--- src/lr_pkg.sv ---
`default_nettype none
// ----------------------------------------------------------------------------
// lr_pkg: line rasterizer shared definitions
// Item mode codes and the fixed color field width.
// ----------------------------------------------------------------------------
package lr_pkg;

  localparam int COLOR_BITS = 2;

  typedef logic [COLOR_BITS-1:0] color_t;

  localparam logic MODE_LOAD = 1'b0;
  localparam logic MODE_TICK = 1'b1;

endpackage
`default_nettype wire

--- src/lr_out_reg.sv ---
`default_nettype none
// ----------------------------------------------------------------------------
// lr_out_reg: result output register
// Holds one result word until the downstream side takes it.
// ----------------------------------------------------------------------------
module lr_out_reg #(
  parameter int WIDTH = 24
) (
  input  wire logic             clk,
  input  wire logic             rst,
  input  wire logic             load,
  input  wire logic [WIDTH-1:0] data_in,
  input  wire logic             stall,
  output logic                  valid,
  output logic      [WIDTH-1:0] data,
  output logic                  free
);

  // space for a new word this cycle: empty, or the held word leaves now
  assign free = !valid || !stall;

  always_ff @(posedge clk) begin
    if (rst) begin
      valid <= 1'b0;
    end else if (load) begin
      valid <= 1'b1;
    end else if (!stall) begin
      valid <= 1'b0;
    end
  end

  always_ff @(posedge clk) begin
    if (load) begin
      data <= data_in;
    end
  end

endmodule
`default_nettype wire

--- src/lr_step.sv ---
`default_nettype none
// ----------------------------------------------------------------------------
// lr_step: line state and Bresenham step
// Loads a line from its endpoints, or emits the current pixel and steps.
// ----------------------------------------------------------------------------
module lr_step #(
  parameter int COORD_BITS  = 10,
  parameter int SCREEN_SIZE = 800
) (
  input  wire logic                  clk,
  input  wire logic                  rst,
  input  wire logic                  fire,
  input  wire logic                  mode,
  input  wire logic [COORD_BITS-1:0] x_start,
  input  wire logic [COORD_BITS-1:0] y_start,
  input  wire logic [COORD_BITS-1:0] x_stop,
  input  wire logic [COORD_BITS-1:0] y_stop,
  input  wire lr_pkg::color_t        line_color,
  output logic                       busy,
  output logic                       emit,
  output logic      [COORD_BITS-1:0] pixel_x,
  output logic      [COORD_BITS-1:0] pixel_y,
  output lr_pkg::color_t             pixel_color,
  output logic                       visible,
  output logic                       last
);

  localparam int C = COORD_BITS;
  localparam int E = COORD_BITS + 2;
  localparam int P = COORD_BITS + 1;

  logic [C-1:0]        cur_x, cur_y, major_delta, minor_delta;
  logic signed [E-1:0] err_term;
  logic [P-1:0]        pixels_left;
  logic                steep, x_dir_neg, y_dir_neg;
  lr_pkg::color_t      held_color;

  logic [C-1:0]        dx, dy, ld_x, ld_y, ld_major, ld_minor;
  logic [P-1:0]        ld_left;
  logic                ld_steep, ld_xneg, ld_yneg;
  logic signed [E-1:0] ld_err, step_err;
  logic                step_minor;
  logic [C-1:0]        step_x, step_y;
  logic [31:0]         wide_x, wide_y;

  // line setup from the endpoints
  always_comb begin
    dx = (x_stop >= x_start) ? x_stop - x_start : x_start - x_stop;
    dy = (y_stop >= y_start) ? y_stop - y_start : y_start - y_stop;
    ld_xneg  = 1'b0;
    ld_yneg  = 1'b0;
    ld_x     = x_start;
    ld_y     = y_start;
    ld_major = dx;
    ld_minor = '0;
    ld_steep = 1'b0;
    ld_left  = {1'b0, dx} + P'(1);
    if (dy == '0) begin
      // horizontal: run low to high, both ends included
      ld_x = (x_start < x_stop) ? x_start : x_stop;
    end else if (dx == '0) begin
      ld_steep = 1'b1;
      ld_y     = (y_start < y_stop) ? y_start : y_stop;
      ld_major = dy;
      ld_left  = {1'b0, dy} + P'(1);
    end else begin
      ld_xneg = x_stop < x_start;
      ld_yneg = y_stop < y_start;
      if (dy <= dx) begin
        ld_minor = dy;
      end else begin
        ld_steep = 1'b1;
        ld_major = dy;
        ld_minor = dx;
      end
      // far endpoint is not drawn
      ld_left = {1'b0, ld_major};
    end
    ld_err = $signed({2'b00, ld_minor}) - $signed({2'b00, ld_major});
  end

  // one pixel step
  always_comb begin
    step_minor = !err_term[E-1];
    step_err   = err_term + $signed({2'b00, minor_delta})
                 - (step_minor ? $signed({2'b00, major_delta}) : $signed(E'(0)));
    step_x = cur_x;
    step_y = cur_y;
    if (steep) begin
      step_y = y_dir_neg ? cur_y - C'(1) : cur_y + C'(1);
      if (step_minor) begin
        step_x = x_dir_neg ? cur_x - C'(1) : cur_x + C'(1);
      end
    end else begin
      step_x = x_dir_neg ? cur_x - C'(1) : cur_x + C'(1);
      if (step_minor) begin
        step_y = y_dir_neg ? cur_y - C'(1) : cur_y + C'(1);
      end
    end
  end

  assign emit        = fire && (mode == lr_pkg::MODE_TICK) && busy;
  assign pixel_x     = cur_x;
  assign pixel_y     = cur_y;
  assign pixel_color = held_color;
  assign last        = pixels_left == P'(1);
  assign wide_x      = 32'(cur_x);
  assign wide_y      = 32'(cur_y);
  assign visible     = (cur_x != '0) && (wide_x < 32'(SCREEN_SIZE)) &&
                       (cur_y != '0) && (wide_y < 32'(SCREEN_SIZE));

  always_ff @(posedge clk) begin
    if (rst) begin
      busy        <= 1'b0;
      cur_x       <= '0;
      cur_y       <= '0;
      err_term    <= '0;
      major_delta <= '0;
      minor_delta <= '0;
      pixels_left <= '0;
      steep       <= 1'b0;
      x_dir_neg   <= 1'b0;
      y_dir_neg   <= 1'b0;
      held_color  <= '0;
    end else if (fire && (mode == lr_pkg::MODE_LOAD)) begin
      busy        <= 1'b1;
      cur_x       <= ld_x;
      cur_y       <= ld_y;
      err_term    <= ld_err;
      major_delta <= ld_major;
      minor_delta <= ld_minor;
      pixels_left <= ld_left;
      steep       <= ld_steep;
      x_dir_neg   <= ld_xneg;
      y_dir_neg   <= ld_yneg;
      held_color  <= line_color;
    end else if (emit) begin
      cur_x       <= step_x;
      cur_y       <= step_y;
      err_term    <= step_err;
      pixels_left <= pixels_left - P'(1);
      if (pixels_left == P'(1)) begin
        busy <= 1'b0;
      end
    end
  end

endmodule
`default_nettype wire

--- src/line_rasterizer_top.sv ---
`default_nettype none
// ----------------------------------------------------------------------------
// line_rasterizer_top: Bresenham line rasterizer
// A tick word is captured in the input register; on an active line its pixel
// word then loads into the output register, waiting while that one is full.
// Throughput: one input word per cycle while not stalled, one pixel per tick.
// Reset clears the line state, so ticks give no pixel until a line is loaded,
// and empties both registers.
// ----------------------------------------------------------------------------
module line_rasterizer_top #(
  parameter int COORD_BITS  = 10,
  parameter int SCREEN_SIZE = 800
) (
  input  wire logic                  clk,
  input  wire logic                  rst,
  input  wire logic                  item_valid,
  output logic                       item_stall,
  input  wire logic                  mode,
  input  wire logic [COORD_BITS-1:0] x_start,
  input  wire logic [COORD_BITS-1:0] y_start,
  input  wire logic [COORD_BITS-1:0] x_stop,
  input  wire logic [COORD_BITS-1:0] y_stop,
  input  wire lr_pkg::color_t        line_color,
  output logic                       pixel_valid,
  input  wire logic                  pixel_stall,
  output logic      [COORD_BITS-1:0] pixel_x,
  output logic      [COORD_BITS-1:0] pixel_y,
  output lr_pkg::color_t             pixel_color,
  output logic                       visible,
  output logic                       last
);

  localparam int C     = COORD_BITS;
  localparam int WIDTH = 2 * COORD_BITS + lr_pkg::COLOR_BITS + 2;

  logic                 held_valid, held_mode;
  logic [C-1:0]         held_x0, held_y0, held_x1, held_y1;
  lr_pkg::color_t       held_color;
  logic                 busy, emit, advance, out_free;
  logic [C-1:0]         step_px, step_py;
  lr_pkg::color_t       step_pc;
  logic                 step_vis, step_last;
  logic [WIDTH-1:0]     out_word;

  // a tick on an active line needs room in the output register
  assign advance    = held_valid &&
                      (out_free || held_mode == lr_pkg::MODE_LOAD || !busy);
  assign item_stall = held_valid && !advance;

  always_ff @(posedge clk) begin
    if (rst) begin
      held_valid <= 1'b0;
    end else if (!item_stall) begin
      held_valid <= item_valid;
    end
  end

  always_ff @(posedge clk) begin
    if (!item_stall && item_valid) begin
      held_mode  <= mode;
      held_x0    <= x_start;
      held_y0    <= y_start;
      held_x1    <= x_stop;
      held_y1    <= y_stop;
      held_color <= line_color;
    end
  end

  lr_step #(
    .COORD_BITS  (COORD_BITS),
    .SCREEN_SIZE (SCREEN_SIZE)
  ) u_step (
    .clk         (clk),
    .rst         (rst),
    .fire        (advance),
    .mode        (held_mode),
    .x_start     (held_x0),
    .y_start     (held_y0),
    .x_stop      (held_x1),
    .y_stop      (held_y1),
    .line_color  (held_color),
    .busy        (busy),
    .emit        (emit),
    .pixel_x     (step_px),
    .pixel_y     (step_py),
    .pixel_color (step_pc),
    .visible     (step_vis),
    .last        (step_last)
  );

  lr_out_reg #(
    .WIDTH (WIDTH)
  ) u_out (
    .clk     (clk),
    .rst     (rst),
    .load    (emit),
    .data_in ({step_px, step_py, step_pc, step_vis, step_last}),
    .stall   (pixel_stall),
    .valid   (pixel_valid),
    .data    (out_word),
    .free    (out_free)
  );

  assign {pixel_x, pixel_y, pixel_color, visible, last} = out_word;

endmodule
`default_nettype wire
--- config.mk ---
export PLATFORM = sky130hd
export DESIGN_NAME = line_rasterizer_top
export DESIGN_NICKNAME = d
export VERILOG_FILES = /design/src/lr_pkg.sv /design/src/lr_out_reg.sv /design/src/lr_step.sv /design/src/line_rasterizer_top.sv
export SDC_FILE = /design/constraint.sdc
export NUM_CORES = 1
export LEC_CHECK = 0
export ABC_AREA = 0
export BUFFER_PORTS_ARGS = -buffer_cell sky130_fd_sc_hd__buf_2
export CAP_MARGIN = 20
export CORE_MARGIN = 10
export CORE_UTILIZATION = 55
export DETAILED_ROUTE_END_ITERATION = 8
export GPL_ROUTABILITY_DRIVEN = 0
export PLACE_DENSITY = 0.85
export SLEW_MARGIN = 10
export SYNTH_ARGS = -nofsm -noshare
export SYNTH_HDL_FRONTEND = slang
export SYNTH_SLANG_ARGS = --single-unit
--- constraint.sdc ---
create_clock -name clk -period 8.1 [get_ports clk]
set_input_delay 1.62 -clock clk [delete_from_list [all_inputs] [get_ports clk]]
set_output_delay 1.62 -clock clk [all_outputs]
set_load 0.02 [all_outputs]
======== After elaboration in Yosys (flattened, before gate mapping) ========
Cells that the tools add are included.
cells by class
  add/sub/neg operators ................... 14
  $lt $le $gt $ge ......................... 9
  eq/ne operators ......................... 4
  muxes and demuxes ....................... 42
  bitwise logic cells ..................... 1
  reductions and logical operators ........ 26
operators with widths
  kind                                                  number
  2-to-1 mux 10 bit                                     24
  2-to-1 mux 11 bit                                     4
  < comparator 10 bit                                   4
  subtractor 10 bit                                     4
  2-to-1 mux 12 bit                                     2
  adder 10 x 1 -> 11 bit, second input constant         2
  adder 10 x 1 -> 10 bit, second input constant         2
  >= comparator 10 bit                                  2
  zero test 10 bit                                      2
  < comparator 10 bit, second input constant            2
  nonzero test 10 bit                                   2
  subtractor 10 x 1 -> 10 bit, second input constant    2
  adder 12 x 11 -> 12 bit                               1
  2-to-1 mux 1 bit                                      12
  subtractor 12 bit                                     1
  equality test 11 x 1 -> 1 bit, second input constant  1
  subtractor 10 x 10 -> 11 bit                          1
  subtractor 11 x 1 -> 11 bit, second input constant    1
  <= comparator 10 bit                                  1
  logical AND 1 bit                                     9
  != test 3 bit, second input constant                  2
  AND reduction 2 bit                                   3
  zero test 1 bit                                       5
  nonzero test 2 bit                                    2
  3 further kinds                                       5
word-level totals
  register bits after elaboration ......... 138
  word-level logic and storage cells ...... 116

======== Logic depth before layout (Yosys ltp) ========
  depth after elaboration ................. 9
  mapped depth ............................ 36

======== Cells and area by module ========
A second synthesis with hierarchy kept.
unflattened totals
  cell total of the unflattened synthesis .. 1,162
  area, all modules ....................... 10,299.9 sq um
by module, submodules not included
  module               times used  cells an instance  area each (sq um)  seq. area each (sq um)
  lr_step              1           1,082              8,179.1            1,381.3
  line_rasterizer_top  1           52                 1,367.6            1,311.3
  lr_out_reg           1           28                 753.2              740.7

======== Worst setup path before layout ========
OpenSTA, ideal clock, no wires.
  path type ............................... reg2reg
  start ................................... register held_x0[9]
  end ..................................... register u_step.err_term[10]
  setup time .............................. 0.070 ns
  arrival time ............................ 6.969 ns
  data required time ...................... 8.030 ns
  slack ................................... 1.061 ns
  cell stages (with the launch flop) ...... 30
  path buffers ............................ 3
  cell sequence ........................... edfxtp_1 > inv_1 > ha_1 > a21oi_1 > o21a_1 > buf_4 > mux2_2 > a311oi_1 > ha_1 > nor2b_1 > o21a_1 > o21a_1 > o21a_1 > o21a_1 > o31ai_1 > clkbuf_1 > clkbuf_1 > o21ai_0 > and2_1 > fa_1 > a21o_1 > a21oi_1 > o21bai_1 > a21oi_1 > nor2b_1 > o21a_1 > o21ai_0 > a21oi_1 > a211o_1 > a21oi_1
on the way
  word-level cells in the longest chain between the ends .. 8
  elaborated cells on any way between the ends .. 14
  classes of those cells .................. add/sub: 3; order compare: 2; mux: 8; reduce/logical: 1
RTL lines
  what                                                              line                       source
  start, declared                                                   line_rasterizer_top.sv:37  logic [C-1:0] held_x0, held_y0, held_x1, held_y1;
  start signal, assigned                                            line_rasterizer_top.sv:61  held_x0 <= x_start;
  subtractor 10 bit / >= comparator 10 bit (equally long branches)  lr_step.sv:48              dx = (x_stop >= x_start) ? x_stop - x_start : x_start - x_stop;
  2-to-1 mux 10 bit *                                               lr_step.sv:48
  <= comparator 10 bit                                              lr_step.sv:69              if (dy <= dx) begin
  2-to-1 mux 10 bit                                                 lr_step.sv:69
  2-to-1 mux 10 bit *                                               lr_step.sv:61              end else if (dx == '0) begin
  2-to-1 mux 10 bit *                                               lr_step.sv:58              if (dy == '0) begin
  named net u_step.ld_minor[1]                                      lr_step.sv:38              logic [C-1:0] dx, dy, ld_x, ld_y, ld_major, ld_minor;
  subtractor 10 x 10 -> 11 bit *                                    lr_step.sv:79              ld_err = $signed({2'b00, ld_minor}) - $signed({2'b00, ld_major});
  2-to-1 mux 12 bit *                                               lr_step.sv:125             end else if (fire && (mode == lr_pkg::MODE_LOAD)) begin
  end signal, assigned                                              lr_step.sv:129             err_term <= ld_err;
  end signal, assigned                                              lr_step.sv:140             err_term <= step_err;
  end, declared                                                     lr_step.sv:33              logic signed [E-1:0] err_term;
Mark *: on every way through the listed nets, which the timed path passes. The rest lies on a longest branch.
A chain may end at the register's enable or synchronous reset.

======== Final worst setup path ========
  start ................................... register held_x1[0]
  end ..................................... register u_step.err_term[10]
on the way
  word-level cells in the longest chain between the ends .. 8
  elaborated cells on any way between the ends .. 14
  classes of those cells .................. add/sub: 3; order compare: 2; mux: 8; reduce/logical: 1
RTL lines
  what                                                              line                       source
  start, declared                                                   line_rasterizer_top.sv:37
  start signal, assigned                                            line_rasterizer_top.sv:63  held_x1 <= x_stop;
  subtractor 10 bit / >= comparator 10 bit (equally long branches)  lr_step.sv:48
  2-to-1 mux 10 bit *                                               lr_step.sv:48
  <= comparator 10 bit                                              lr_step.sv:69
  2-to-1 mux 10 bit                                                 lr_step.sv:69
  2-to-1 mux 10 bit                                                 lr_step.sv:61
  2-to-1 mux 10 bit                                                 lr_step.sv:58
  subtractor 10 x 10 -> 11 bit *                                    lr_step.sv:79
  2-to-1 mux 12 bit *                                               lr_step.sv:125
Mark *: on every way between the ends. The rest lies on a longest branch, timed or not.

==> metrics <==
status finished, final reports clean; Slew Viols, Final 0; PortBufs 72; Area Overhead vs Synth 10.5%; post-synth top area cell edfxtp_1; Routed Antenna Nets 0; count of state elements after synthesis 138; H-tree depth 4; vias per inst 6.20; CP Class flop to flop; Crit. End Element flop; Die Span Y ~160 um; CP required 8.46 ns; fin area 0.0118 mm^2; CP most frequent cell a21oi_1; Synth warnings 0; worst-case clock skew 0.0112 ns; Mapped Area 0.0107 mm^2; Netlist cell types 87; routed len/inst 17.9 um; Sw Ratio between 30% and 40%; peak supply drop 0.203 mV; Post-route DRC 0; post-route clock period utilization 89.9%; critical path's slowest cell o31ai_4; commonest cells in the netlist inv_1, a21oi_1, ha_1; core area 0.0189 mm^2; IO Count 73; Syn Inst Count 1,214; max cap viols 0; CTS tree done; Initial Util around 57%; placed inst area 0.0112 mm^2; Setup Viol. Count Final 0; top-count cell post-synth inv_1; power share of the sequential group 27.2%; largest net degree at the start of global routing 78; Root Driver clkbuf_16; DR vias 9,532; vias in the first global route 9,382; Die W about 160 um; slowest stage delay, CP around 0.6 ns; hpwl dp just under 20,000 um; CP max FO 12; Clock Latency Late Sink 0.43 ns; top cells by area, synth edfxtp_1, dfxtp_1, ha_1; fillcell total 1,569; Final Hold Fails 0; Congestion Overflow GR 0; setup TNS 0 ns; P per Cell Area 252 mW/mm^2; Slew @ Worst Pin between 1 and 1.5 ns; # rows 50; clock slew at reported path FFs 0.07 ns; # resized after CTS 0; first-pass GRT wire length approximately 46,000 um; final WL around 28,000 um; total power 2.98 mW; crit start category flop; Post-synth ARST share 0%; antenna violations before repair 0; Post-synth top flop dfxtp_1; WP data arrival 7.64 ns; sequential-to-total area share from yosys stat between 30% and 40%; DRT iter0 DRCs 1,028; die area 0.0254 mm^2; GRT Util Overall 21.3%; Post-CTS Setup Repair Bufs 0; HP Class flop to flop; maximum clock frequency 0.137 GHz; clock sink total approximately 140; layout cell share with drive strength beyond 1 approximately 13%; n_diodes 0; first drt pass iteration count 7; top cell type's share of synthesized area 18.8%; Max clock buf depth 2; Post-synth EDFFs 67; final net count around 1.4k; post-synthesis average cell area between 8 and 9 um^2; fin crit period about 7.3 ns; Final Util between 60% and 70%; P_leak 5.01 nW; syn nets 1,372; cts bufs inserted 17; switching power 1.19 mW; RSZ-0062 raised after global routing no; clock power share 25.7%; Slew headroom around 27%; proportion of power drawn by combinational gates 47.1%; Int Pwr about 1.8 mW; Post-CTS Hold Buffers 0
==> final timing paths <==
check / startpoint / end / slack (ns) / cells after the start
worst max register to register: held_x1[0] / u_step.err_term[10] / 0.82 / 27
worst max-delay path: held_x1[0] / u_step.err_term[10] / 0.82 / 27
worst min-delay path: u_step.pixel_color[1] / u_out.data[3] / 0.43 / 0
worst min register to register: u_step.pixel_color[1] / u_out.data[3] / 0.43 / 0
==> area by class of cell <==
| type | count | area (um^2) | area share, % |
|---|---|---|---|
| clock buffers | 19 | 443 | 3.75 |
| clock inverters | 13 | 131 | 1.11 |
| inverters | 138 | 523 | 4.43 |
| multi-input cells | 881 | 6480 | 54.8 |
| flip-flops and latches | 138 | 3430 | 29.1 |
| well taps | 260 | 325 | 2.75 |
| repair buffers | 88 | 480 | 4.07 |
==> cell usage in the layout, fill, tap and decap left out, types with 6 or more instances in the layout <==
master     synthesis  final
inv_1            136    136
a21oi_1           95     95
ha_1              94     94
nand2_1           85     85
nor2_1            77     77
buf_2             10     72
dfxtp_1           71     71
edfxtp_1          67     67
o21ai_0           55     55
a211oi_1          45     45
nand3_1           40     40
xnor2_1           40     40
nor3_1            39     39
mux2i_1           35     35
nor2b_1           24     22
a21o_1            20     20
fa_1              17     17
clkbuf_16          0     17
buf_4              5     16
xor2_1            15     15
nor4_1            12     12
a311oi_1          12     12
o21a_1            11     11
nand2b_1          12     11
nand4_1           10     10
o22ai_1            8      8
a211o_1            8      8
o31ai_1            8      7
a31oi_1            7      7
or3_1              6      6
a221oi_1           6      6
o211ai_1           6      6
and4_1             6      6
inv_6              0      6
==> critical path, delay by kind of cell (launching register included) <==
family | cells | cell delay [ns]
AND/OR/NAND/NOR | 2 | 0.40
multiplexers | 1 | 0.34
flip-flops | 1 | 0.42
buffers and inverters | 3 | 0.29
adder cells (fa/ha/maj) | 4 | 1.16
AO/OA/AOI/OAI | 17 | 4.61
==> routing by layer <==
| metal | global-route usage, % | wire, um | up-vias |
|---|---|---|---|
| li1 | - | - | 4484 |
| met3 | 4.29 | 2060 | 109 |
| met4 | 9.14 | 994 | 0 |
| met5 | 0 | 0 | - |
| met1 | 25.8 | 11200 | 4454 |
| met2 | 35.9 | 13400 | 485 |
==> registers in the layout, summed over array words and instances (netlist names) <==
| register | cells |
|---|---|
| u_out.data | 24 |
| u_step.err_term | 12 |
| u_step.pixels_left | 11 |
| held_x0 | 10 |
| held_x1 | 10 |
| held_y0 | 10 |
| held_y1 | 10 |
| u_step.major_delta | 10 |
| u_step.minor_delta | 10 |
| u_step.pixel_x | 10 |
| u_step.pixel_y | 10 |
| held_color | 2 |
| u_step.pixel_color | 2 |
| held_mode | 1 |
| held_valid | 1 |
| u_out.valid | 1 |
| u_step.busy | 1 |
| u_step.steep | 1 |
| u_step.x_dir_neg | 1 |
| u_step.y_dir_neg | 1 |
==> power by group through the flow <==
stage	sequential (mW)	clock [mW]	combinational, mW
floorplan	0.816	0	1.06
global placement	0.823	0	1.30
detailed placement	0.826	0	1.35
CTS	0.811	0.771	1.37
global route	0.817	0.811	1.55
finish	0.812	0.767	1.40
==> stage by stage <==
stage / worst slack [ns] / std cells / hold WS [ns]
finish: 0.819 / 1537 / 0.431
global route: 0.309 / 1537 / 0.455
CTS: 0.930 / 1537 / 0.433
detailed placement: 0.948 / 1505 / 0.419
global placement: 1.24 / 1505 / 0.415
floorplan: 1.06 / 1214 / 0.408
==> logic make-up after synthesis <==
family                   synth area share [%]
buffers and inverters                    7.60
XOR/XNOR                                 4.76
flip-flops                               32.1
AND/OR/NAND/NOR                          16.2
multiplexers                             3.80
AO/OA/AOI/OAI                            21.4
adder cells (fa/ha/maj)                  14.2
Power figures use the tool's default switching activity.
